[config.mk]
export PLATFORM = sky130hd
export DESIGN_NAME = baro_sensor_compensation
export DESIGN_NICKNAME = d
export VERILOG_FILES = /design/src/rtl/bsc_pkg.sv /design/src/rtl/baro_sensor_compensation.sv
export SDC_FILE = /design/constraint.sdc
export NUM_CORES = 2
export LEC_CHECK = 0
export BUFFER_PORTS_ARGS = -buffer_cell sky130_fd_sc_hd__buf_4
export CORE_ASPECT_RATIO = 1.75
export CORE_MARGIN = 4
export CORE_UTILIZATION = 30
export CTS_CLUSTER_SIZE = 25
export DETAILED_ROUTE_END_ITERATION = 12
export PLACE_DENSITY = 0.54
export RECOVER_POWER = 25
export SLEW_MARGIN = 10
export SYNTH_ARGS = -nofsm -noshare
export SYNTH_HDL_FRONTEND = slang
export SYNTH_SLANG_ARGS = --single-unit
[constraint.sdc]
create_clock -name clk -period 23.7 [get_ports clk]
set_clock_uncertainty 0.1 [all_clocks]
set_input_delay 2.37 -clock clk [delete_from_list [all_inputs] [get_ports clk]]
set_output_delay 2.37 -clock clk [all_outputs]
set_load 0.01 [all_outputs]
[src/rtl/bsc_pkg.sv]
`default_nettype none
// ----------------------------------------------------------------------------
// bsc_pkg: shared types and constants of the barometric compensation block
// Holds the payload structs, the sequencer states and the register indexes.
// ----------------------------------------------------------------------------
package bsc_pkg;

	localparam int RawW = 19;

	localparam logic [1:0] REG_CAL_A = 2'd0;
	localparam logic [1:0] REG_CAL_B = 2'd1;
	localparam logic [1:0] REG_CAL_C = 2'd2;
	localparam logic [1:0] REG_OSS   = 2'd3;

	localparam logic CMD_TEMP  = 1'b0;
	localparam logic CMD_PRESS = 1'b1;

	typedef struct packed {
		logic            cmd;
		logic [RawW-1:0] raw_reading;
	} in_item_t;

	typedef struct packed {
		logic signed [31:0] value;
		logic               div_error;
	} out_item_t;

	// Multiply operand selections of the shared multiplier.
	typedef enum logic [3:0] {
		M_T_X1, M_P_SQ, M_P_X1, M_P_X2, M_P_X1B, M_P_X2B, M_P_B4, M_P_B7,
		M_P_PP, M_P_PX, M_P_P7
	} mop_t;

	typedef enum logic [4:0] {
		ST_IDLE,
		ST_T_MUL, ST_T_DEN, ST_T_DIV, ST_T_FIN,
		ST_P_B6, ST_P_SQ, ST_P_X1, ST_P_X2, ST_P_B3, ST_P_X1B, ST_P_X2B,
		ST_P_X3, ST_P_B4, ST_P_B7, ST_P_CHK, ST_P_DIV, ST_P_PP, ST_P_PX, ST_P_P7,
		ST_P_FIN, ST_OUT
	} state_t;

endpackage : bsc_pkg
`default_nettype wire

[src/rtl/baro_sensor_compensation.sv]
`default_nettype none
// ----------------------------------------------------------------------------
// baro_sensor_compensation: integer temperature and pressure compensation
// A small sequencer drives one 32x32 multiplier and one radix-2 divider.
// ----------------------------------------------------------------------------
// Each product goes through the single shared 32-bit multiplier in its own
// cycle, and each quotient through the shared restoring divider, which makes
// one quotient bit per cycle and then hands the quotient over. With a zero
// divisor the division is skipped. The block takes one item at a time;
// in_stall is high from acceptance until the result transfer, and the next
// item is taken in the cycle after it at the earliest. The result sits in
// an output register and is held while out_stall is high.
// Calibration writes are taken in any cycle and are meant to happen while idle.
module baro_sensor_compensation (
	input  wire                  clk,
	input  wire                  arst_n,
	input  wire                  cfg_valid,
	output logic                 cfg_ready,
	input  wire  [1:0]           cfg_index,
	input  wire  [63:0]          cfg_data,
	input  wire                  in_valid,
	output logic                 in_stall,
	input  wire  bsc_pkg::in_item_t  in_data,
	output logic                 out_valid,
	input  wire                  out_stall,
	output bsc_pkg::out_item_t   out_data
);

	logic [63:0] cal_a_q, cal_b_q;
	logic [31:0] cal_c_q;
	logic [1:0]  oss_q;
	logic [31:0] b5_q;

	bsc_pkg::state_t state_q, state_d;
	logic [31:0]     raw_q;
	logic [31:0]     b6_q, sq_q, x1_q, x2_q, b3_q, b4_q, b7_q, p_q, t_q;
	logic            err_q;

	// Calibration fields.
	logic [31:0] ac1, ac2, ac3, ac4, ac5, ac6, b1, b2, mc, md;
	assign ac1 = {{16{cal_a_q[15]}}, cal_a_q[15:0]};
	assign ac2 = {{16{cal_a_q[31]}}, cal_a_q[31:16]};
	assign ac3 = {{16{cal_a_q[47]}}, cal_a_q[47:32]};
	assign ac4 = {16'd0, cal_a_q[63:48]};
	assign ac5 = {16'd0, cal_b_q[15:0]};
	assign ac6 = {16'd0, cal_b_q[31:16]};
	assign b1  = {{16{cal_b_q[47]}}, cal_b_q[47:32]};
	assign b2  = {{16{cal_b_q[63]}}, cal_b_q[63:48]};
	assign mc  = {{16{cal_c_q[15]}}, cal_c_q[15:0]};
	assign md  = {{16{cal_c_q[31]}}, cal_c_q[31:16]};

	function automatic logic [31:0] asr(input logic [31:0] x, input logic [4:0] n);
		asr = 32'($signed(x) >>> n);
	endfunction

	// Configuration register writes.
	assign cfg_ready = 1'b1;
	always_ff @(posedge clk or negedge arst_n) begin
		if (!arst_n) begin
			cal_a_q <= '0;
			cal_b_q <= '0;
			cal_c_q <= '0;
			oss_q   <= '0;
		end else if (cfg_valid) begin
			unique case (cfg_index)
				bsc_pkg::REG_CAL_A: cal_a_q <= cfg_data;
				bsc_pkg::REG_CAL_B: cal_b_q <= cfg_data;
				bsc_pkg::REG_CAL_C: cal_c_q <= cfg_data[31:0];
				bsc_pkg::REG_OSS:   oss_q   <= cfg_data[1:0];
				default: ;
			endcase
		end
	end

	// Shared multiplier operand selection; the low 32 bits are kept.
	bsc_pkg::mop_t mop;
	logic [31:0] ma, mb;
	always_comb begin
		ma = x1_q;
		mb = x1_q;
		case (mop)
			bsc_pkg::M_T_X1:  begin ma = raw_q - ac6;       mb = ac5; end
			bsc_pkg::M_P_SQ:  begin ma = b6_q;              mb = b6_q; end
			bsc_pkg::M_P_X1:  begin ma = sq_q;              mb = b2; end
			bsc_pkg::M_P_X2:  begin ma = ac2;               mb = b6_q; end
			bsc_pkg::M_P_X1B: begin ma = ac3;               mb = b6_q; end
			bsc_pkg::M_P_X2B: begin ma = b1;                mb = sq_q; end
			bsc_pkg::M_P_B4:  begin ma = ac4;               mb = t_q; end
			bsc_pkg::M_P_B7:  begin ma = raw_q - b3_q;      mb = 32'd50000 >> oss_q; end
			bsc_pkg::M_P_PP:  begin ma = asr(p_q, 5'd8);    mb = asr(p_q, 5'd8); end
			bsc_pkg::M_P_PX:  begin ma = x1_q;              mb = 32'd3038; end
			bsc_pkg::M_P_P7:  begin ma = p_q;               mb = 32'd0 - 32'd7357; end
			default: ;
		endcase
	end
	logic [31:0] mfull;
	assign mfull = ma * mb;

	// Shared unsigned restoring divider, one quotient bit per cycle.
	logic        div_start, div_busy_q;
	logic [31:0] div_n, div_d, dq_q, dd_q;
	logic [31:0] dr_q;
	logic [5:0]  dcnt_q;
	logic [32:0] dtrial;
	assign dtrial = {dr_q, dq_q[31]} - {1'b0, dd_q};
	always_ff @(posedge clk or negedge arst_n) begin
		if (!arst_n) begin
			div_busy_q <= 1'b0;
			dcnt_q     <= '0;
		end else if (div_start) begin
			div_busy_q <= 1'b1;
			dcnt_q     <= 6'd32;
		end else if (div_busy_q) begin
			dcnt_q <= dcnt_q - 6'd1;
			if (dcnt_q == 6'd1) div_busy_q <= 1'b0;
		end
	end
	always_ff @(posedge clk) begin
		if (div_start) begin
			dq_q <= div_n;
			dd_q <= div_d;
			dr_q <= '0;
		end else if (div_busy_q) begin
			if (!dtrial[32]) begin
				dr_q <= dtrial[31:0];
				dq_q <= {dq_q[30:0], 1'b1};
			end else begin
				dr_q <= {dr_q[30:0], dq_q[31]};
				dq_q <= {dq_q[30:0], 1'b0};
			end
		end
	end

	// Signed operands of the temperature division.
	logic [31:0] tnum, tden;
	assign tnum = mc << 11;
	assign tden = x1_q + md;

	// Next state.
	always_comb begin
		state_d = state_q;
		unique case (state_q)
			bsc_pkg::ST_IDLE:
				if (in_valid) state_d = in_data.cmd == bsc_pkg::CMD_TEMP ?
					bsc_pkg::ST_T_MUL : bsc_pkg::ST_P_B6;
			bsc_pkg::ST_T_MUL:  state_d = bsc_pkg::ST_T_DEN;
			bsc_pkg::ST_T_DEN:  state_d = tden == 32'd0 ? bsc_pkg::ST_T_FIN : bsc_pkg::ST_T_DIV;
			bsc_pkg::ST_T_DIV:  if (!div_busy_q) state_d = bsc_pkg::ST_T_FIN;
			bsc_pkg::ST_T_FIN:  state_d = bsc_pkg::ST_OUT;
			bsc_pkg::ST_P_B6:   state_d = bsc_pkg::ST_P_SQ;
			bsc_pkg::ST_P_SQ:   state_d = bsc_pkg::ST_P_X1;
			bsc_pkg::ST_P_X1:   state_d = bsc_pkg::ST_P_X2;
			bsc_pkg::ST_P_X2:   state_d = bsc_pkg::ST_P_B3;
			bsc_pkg::ST_P_B3:   state_d = bsc_pkg::ST_P_X1B;
			bsc_pkg::ST_P_X1B:  state_d = bsc_pkg::ST_P_X2B;
			bsc_pkg::ST_P_X2B:  state_d = bsc_pkg::ST_P_X3;
			bsc_pkg::ST_P_X3:   state_d = bsc_pkg::ST_P_B4;
			bsc_pkg::ST_P_B4:   state_d = bsc_pkg::ST_P_B7;
			bsc_pkg::ST_P_B7:   state_d = bsc_pkg::ST_P_CHK;
			bsc_pkg::ST_P_CHK:  state_d = b4_q == 32'd0 ? bsc_pkg::ST_OUT : bsc_pkg::ST_P_DIV;
			bsc_pkg::ST_P_DIV:  if (!div_busy_q) state_d = bsc_pkg::ST_P_PP;
			bsc_pkg::ST_P_PP:   state_d = bsc_pkg::ST_P_PX;
			bsc_pkg::ST_P_PX:   state_d = bsc_pkg::ST_P_P7;
			bsc_pkg::ST_P_P7:   state_d = bsc_pkg::ST_P_FIN;
			bsc_pkg::ST_P_FIN:  state_d = bsc_pkg::ST_OUT;
			bsc_pkg::ST_OUT:    if (!out_stall) state_d = bsc_pkg::ST_IDLE;
			default:            state_d = bsc_pkg::ST_IDLE;
		endcase
	end

	// Sequencer outputs.
	always_comb begin
		mop       = bsc_pkg::M_T_X1;
		div_start = 1'b0;
		div_n     = tnum[31] ? 32'd0 - tnum : tnum;
		div_d     = tden[31] ? 32'd0 - tden : tden;
		in_stall  = state_q != bsc_pkg::ST_IDLE;
		out_valid = state_q == bsc_pkg::ST_OUT;
		unique case (state_q)
			bsc_pkg::ST_T_DEN:  div_start = tden != 32'd0;
			bsc_pkg::ST_P_SQ:   mop = bsc_pkg::M_P_SQ;
			bsc_pkg::ST_P_X1:   mop = bsc_pkg::M_P_X1;
			bsc_pkg::ST_P_X2:   mop = bsc_pkg::M_P_X2;
			bsc_pkg::ST_P_X1B:  mop = bsc_pkg::M_P_X1B;
			bsc_pkg::ST_P_X2B:  mop = bsc_pkg::M_P_X2B;
			bsc_pkg::ST_P_B4:   mop = bsc_pkg::M_P_B4;
			bsc_pkg::ST_P_B7:   mop = bsc_pkg::M_P_B7;
			bsc_pkg::ST_P_CHK: begin
				div_start = b4_q != 32'd0;
				div_n     = b7_q[31] ? b7_q : b7_q << 1;
				div_d     = b4_q;
			end
			bsc_pkg::ST_P_PP:   mop = bsc_pkg::M_P_PP;
			bsc_pkg::ST_P_PX:   mop = bsc_pkg::M_P_PX;
			bsc_pkg::ST_P_P7:   mop = bsc_pkg::M_P_P7;
			default: ;
		endcase
	end

	// State register and the stored B5.
	always_ff @(posedge clk or negedge arst_n) begin
		if (!arst_n) begin
			state_q <= bsc_pkg::ST_IDLE;
			b5_q    <= '0;
		end else begin
			state_q <= state_d;
			if (state_q == bsc_pkg::ST_T_FIN) b5_q <= x1_q + x2_q;
		end
	end

	// Datapath registers, at most one product per cycle.
	logic [31:0] x3a, x3b;
	assign x3a = x1_q + x2_q;
	assign x3b = asr(x1_q + x2_q + 32'd2, 5'd2);
	always_ff @(posedge clk) begin
		unique case (state_q)
			bsc_pkg::ST_IDLE: begin
				raw_q <= {13'd0, in_data.raw_reading};
				err_q <= 1'b0;
			end
			bsc_pkg::ST_T_MUL: x1_q <= asr(mfull[31:0], 5'd15);
			bsc_pkg::ST_T_DEN: begin
				x2_q <= '0;
				if (tden == 32'd0) err_q <= 1'b1;
			end
			bsc_pkg::ST_T_DIV:
				if (!div_busy_q)
					x2_q <= (tnum[31] != tden[31]) ? 32'd0 - dq_q : dq_q;
			bsc_pkg::ST_T_FIN:
				t_q <= err_q ? 32'd0 : asr(x1_q + x2_q + 32'd8, 5'd4);
			bsc_pkg::ST_P_B6:  b6_q <= b5_q - 32'd4000;
			bsc_pkg::ST_P_SQ:  sq_q <= asr(mfull[31:0], 5'd12);
			bsc_pkg::ST_P_X1:  x1_q <= asr(mfull[31:0], 5'd11);
			bsc_pkg::ST_P_X2:  x2_q <= asr(mfull[31:0], 5'd11);
			bsc_pkg::ST_P_B3:
				b3_q <= asr(((ac1 << 2) + x3a << oss_q) + 32'd2, 5'd2);
			bsc_pkg::ST_P_X1B: x1_q <= asr(mfull[31:0], 5'd13);
			bsc_pkg::ST_P_X2B: begin
				x2_q <= asr(mfull[31:0], 5'd16);
			end
			// X3 + 32768 is formed once the second X2 is registered.
			bsc_pkg::ST_P_X3:  t_q <= x3b + 32'd32768;
			bsc_pkg::ST_P_B4: begin
				// Operand t_q is loaded with X3 + 32768 in the cycle before.
				b4_q <= mfull[31:0] >> 15;
			end
			bsc_pkg::ST_P_B7: b7_q <= mfull[31:0];
			bsc_pkg::ST_P_CHK: begin
				if (b4_q == 32'd0) begin
					err_q <= 1'b1;
					t_q   <= '0;
				end
			end
			bsc_pkg::ST_P_DIV:
				if (!div_busy_q) p_q <= b7_q[31] ? dq_q << 1 : dq_q;
			bsc_pkg::ST_P_PP: x1_q <= mfull[31:0];
			bsc_pkg::ST_P_PX: x1_q <= asr(mfull[31:0], 5'd16);
			bsc_pkg::ST_P_P7: x2_q <= asr(mfull[31:0], 5'd16);
			bsc_pkg::ST_P_FIN:
				t_q <= p_q + asr(x1_q + x2_q + 32'd3791, 5'd4);
			default: ;
		endcase
	end

	assign out_data.value     = t_q;
	assign out_data.div_error = err_q;

endmodule : baro_sensor_compensation
`default_nettype wire

==> results.sh <==
export IMPL_cts_htree_levels=2
export IMPL_required_ns=23.98
export IMPL_grt_setup_unrepaired="no"
export IMPL_fmax_mhz=70.3
export IMPL_setup_tns_ns=0
export IMPL_start_util_pct=30.2
export IMPL_relSlewSlack_pct=-195
export IMPL_slew_viol_final=384
export IMPL_grt_use_total_pct=26.0
export IMPL_seq_area_frac_synth_pct=28.7
export IMPL_area_growth_syn_to_layout_pct=11.2
export IMPL_ys_warn_count=0
export IMPL_whs_path_depth=0
export IMPL_num_rows=209
export IMPL_drcViolationCount=0
export IMPL_avgSynthCellArea_sq_um=9.32
export IMPL_path_depth=37
export IMPL_status="finished, violations left"
export IMPL_ys_flop_type="edfxtp_1"
export IMPL_die_area_sq_um=194000
export IMPL_regArea_sq_um=16100
export IMPL_fill_cells=19100
export IMPL_cp_max_fo=37
export IMPL_insertion_delay_ns=0.69
export IMPL_crit_path_max_incr_delay_ns=0.90
export IMPL_design_portCount=127
export IMPL_cts_setup_buffers=0
export IMPL_critPathCaptureType="register"
export IMPL_cts_tree="yes"
export IMPL_crit_top_cell="fa_1"
export IMPL_die_w_microns=335
export IMPL_crit_arrival_ns=14.51
export IMPL_synth_seq_cells=581
export IMPL_first_iter_violations=4101
export IMPL_fin_area_sq_um=62300
export IMPL_grt_pass1_wl_mm=360
export IMPL_syn_area_sq_um=56000
export IMPL_hold_buffers=0
export IMPL_die_h_microns=580
export IMPL_tightest_slew_ns=4.42
export IMPL_cts_resized_gates=0
export IMPL_cts_buffers=56
export IMPL_grt_max_degree=145
export IMPL_multi_input_area_sq_um=36600
export IMPL_grt_overflow=0
export IMPL_clock_sinks=581
export IMPL_path_delay_family="adder cells"
export IMPL_critPathBufInv=7
export IMPL_finish_net_count=6924
export IMPL_antenna_found_initial=21
export IMPL_syn_inst=6015
export IMPL_yosysUniqueCellTypes=109
export IMPL_finalSetupViolCount=0
export IMPL_ant_nets=0
export IMPL_period_share_pct=60.0
export IMPL_vias=47600
export IMPL_crit_path_start_kind="register"
export IMPL_place_hpwl_mm=208
export IMPL_maxCapViolCount=9
export IMPL_slowest_stage="clkbuf_1"
export IMPL_drive_gt1_share_pct=11.5
export IMPL_violations="max-capacitance violations, max-slew violations"
export IMPL_gp_congestion=1.00
export IMPL_synthArstFlopShare_pct=35.5
export IMPL_worst_hold_path_type="register to register"
export IMPL_wl_per_cell_microns=30.0
export IMPL_crit_type="register to register"
export IMPL_io_buffers=125
export IMPL_routed_wl_mm=258
export IMPL_cts_clk_slew_worst_paths_ns=0.08
export IMPL_grt_pass1_vias=49000
export IMPL_viasPerCell=5.55
export IMPL_place_area_sq_um=60500
export IMPL_rr_worst_depth=37
export IMPL_core_sq_um=185000
export IMPL_dr_pass1_iters=6
export IMPL_min_period_ns=14.23
export IMPL_synth_edf_count=343
export IMPL_root_buffer="clkbuf_16"
export IMPL_hold_violations=0
export IMPL_clockBufferDepth=3
export IMPL_syn_nets=6849
area by class of cell:
class,count,share of cell area (%)
clock inverter,41,0.656
timing repair buffer,279,3.29
multi-input combinational,4486,58.7
sequential,581,25.8
inverter,686,4.13
clock buffer,64,2.41
antenna,18,0.0723
tap,2426,4.87
stage by stage:
step | util, % | hold slack (ns) | worst slack (ns) | instances
6_report | 33.6 | 0.345 | 9.47 | 8581
5_1_grt | 33.6 | 0.354 | 9.37 | 8565
4_1_cts | 33.6 | 0.342 | 10.99 | 8563
3_5_place_dp | 32.6 | 0.329 | 11.01 | 8458
3_3_place_gp | 32.6 | 0.326 | 11.19 | 8458
2_1_floorplan | - | 0.319 | 12.72 | 6015
synthesized netlist by cell type, types with 38 or more instances:
cell type / n / area (sq um)
inv_1: 673 / 2530
nor2_1: 564 / 2120
nand2_1: 530 / 1990
fa_1: 415 / 8310
edfxtp_1: 343 / 10300
ha_1: 328 / 4100
xnor2_1: 297 / 2600
a21oi_1: 293 / 1470
o21ai_0: 276 / 1380
mux2_2: 215 / 2420
clkbuf_1: 208 / 781
dfrtp_1: 206 / 5150
xor2_1: 155 / 1360
nand2b_1: 106 / 663
nand3_1: 99 / 495
a21o_1: 98 / 736
nor3_1: 87 / 435
mux2i_1: 83 / 831
a22oi_1: 71 / 533
o21a_1: 46 / 345
and2_1: 42 / 263
nor2b_1: 42 / 263
o31ai_1: 42 / 315
nor4_1: 38 / 238
layer usage:
metal / track usage [%] / vias up / part of all wire, %
met3: 3.48 / 770 / 5.3
met1: 25.6 / 23800 / 32
li1: - / 21000 / -
met5: 0 / - / 0.022
met4: 28.5 / 8 / 14
met2: 44.7 / 2035 / 49
sequential cells by signal (all words and copies together), names as in the netlist, 20 cells and up:
register  cells
x2_q         32
dr_q         32
cal_c_q      32
dq_q         32
x1_q         32
t_q          32
b7_q         32
dd_q         32
sq_q         20
b3_q         30
b6_q         32
b5_q         32
cal_b_q      64
cal_a_q      64
p_q          32
worst register-to-register path: cells and delay by family (launching register included):
kind	cells	cell delay, ns
XOR/XNOR	3	1.19
buffers and inverters	7	2.32
AND/OR/NAND/NOR	7	1.18
flip-flops	1	0.52
AO/OA/AOI/OAI	11	3.80
adder cells (fa/ha/maj)	9	4.79
cells in the final DEF, fill, tap and decap left out, types with 46 or more instances in the layout:
master / count
a21o_1: 98
a21oi_1: 291
a22oi_1: 71
buf_4: 247
clkbuf_16: 58
dfrtp_1: 205
edfxtp_1: 343
fa_1: 415
ha_1: 328
inv_1: 673
mux2_2: 214
mux2i_1: 83
nand2_1: 529
nand2b_1: 106
nand3_1: 97
nor2_1: 561
nor3_1: 85
o21a_1: 46
o21ai_0: 272
xnor2_1: 288
xor2_1: 152
final timing paths:
path	start	to	slack [ns]
max	state_q[0]$_DFFE_PN0P_	x2_q[24]$_DFFE_PP_	9.47
min	b5_q[0]$_DFFE_PN0P_	b6_q[0]$_DFFE_PP_	0.34
max reg2reg	state_q[0]$_DFFE_PN0P_	x2_q[24]$_DFFE_PP_	9.47
min reg2reg	b5_q[0]$_DFFE_PN0P_	b6_q[0]$_DFFE_PP_	0.34
max in group asynchronous	arst_n	div_busy_q$_DFF_PN0_	17.56
min in group asynchronous	arst_n	cal_c_q[12]$_DFFE_PN0P_	3.14
kinds of logic after synthesis:
logic type | after synthesis | share of synthesized area, %
AO/OA/AOI/OAI | 1268 | 15.2
XOR/XNOR | 459 | 7.33
adder cells (fa/ha/maj) | 743 | 22.1
buffers and inverters | 948 | 6.42
flip-flops | 581 | 28.7
multiplexers | 301 | 5.92
other | 1 | 0.00669
AND/OR/NAND/NOR | 1714 | 14.2
Power is left out: the tool's default activity adds up to more than one toggle a clock period on the data nets, which glitch-free logic cannot reach.
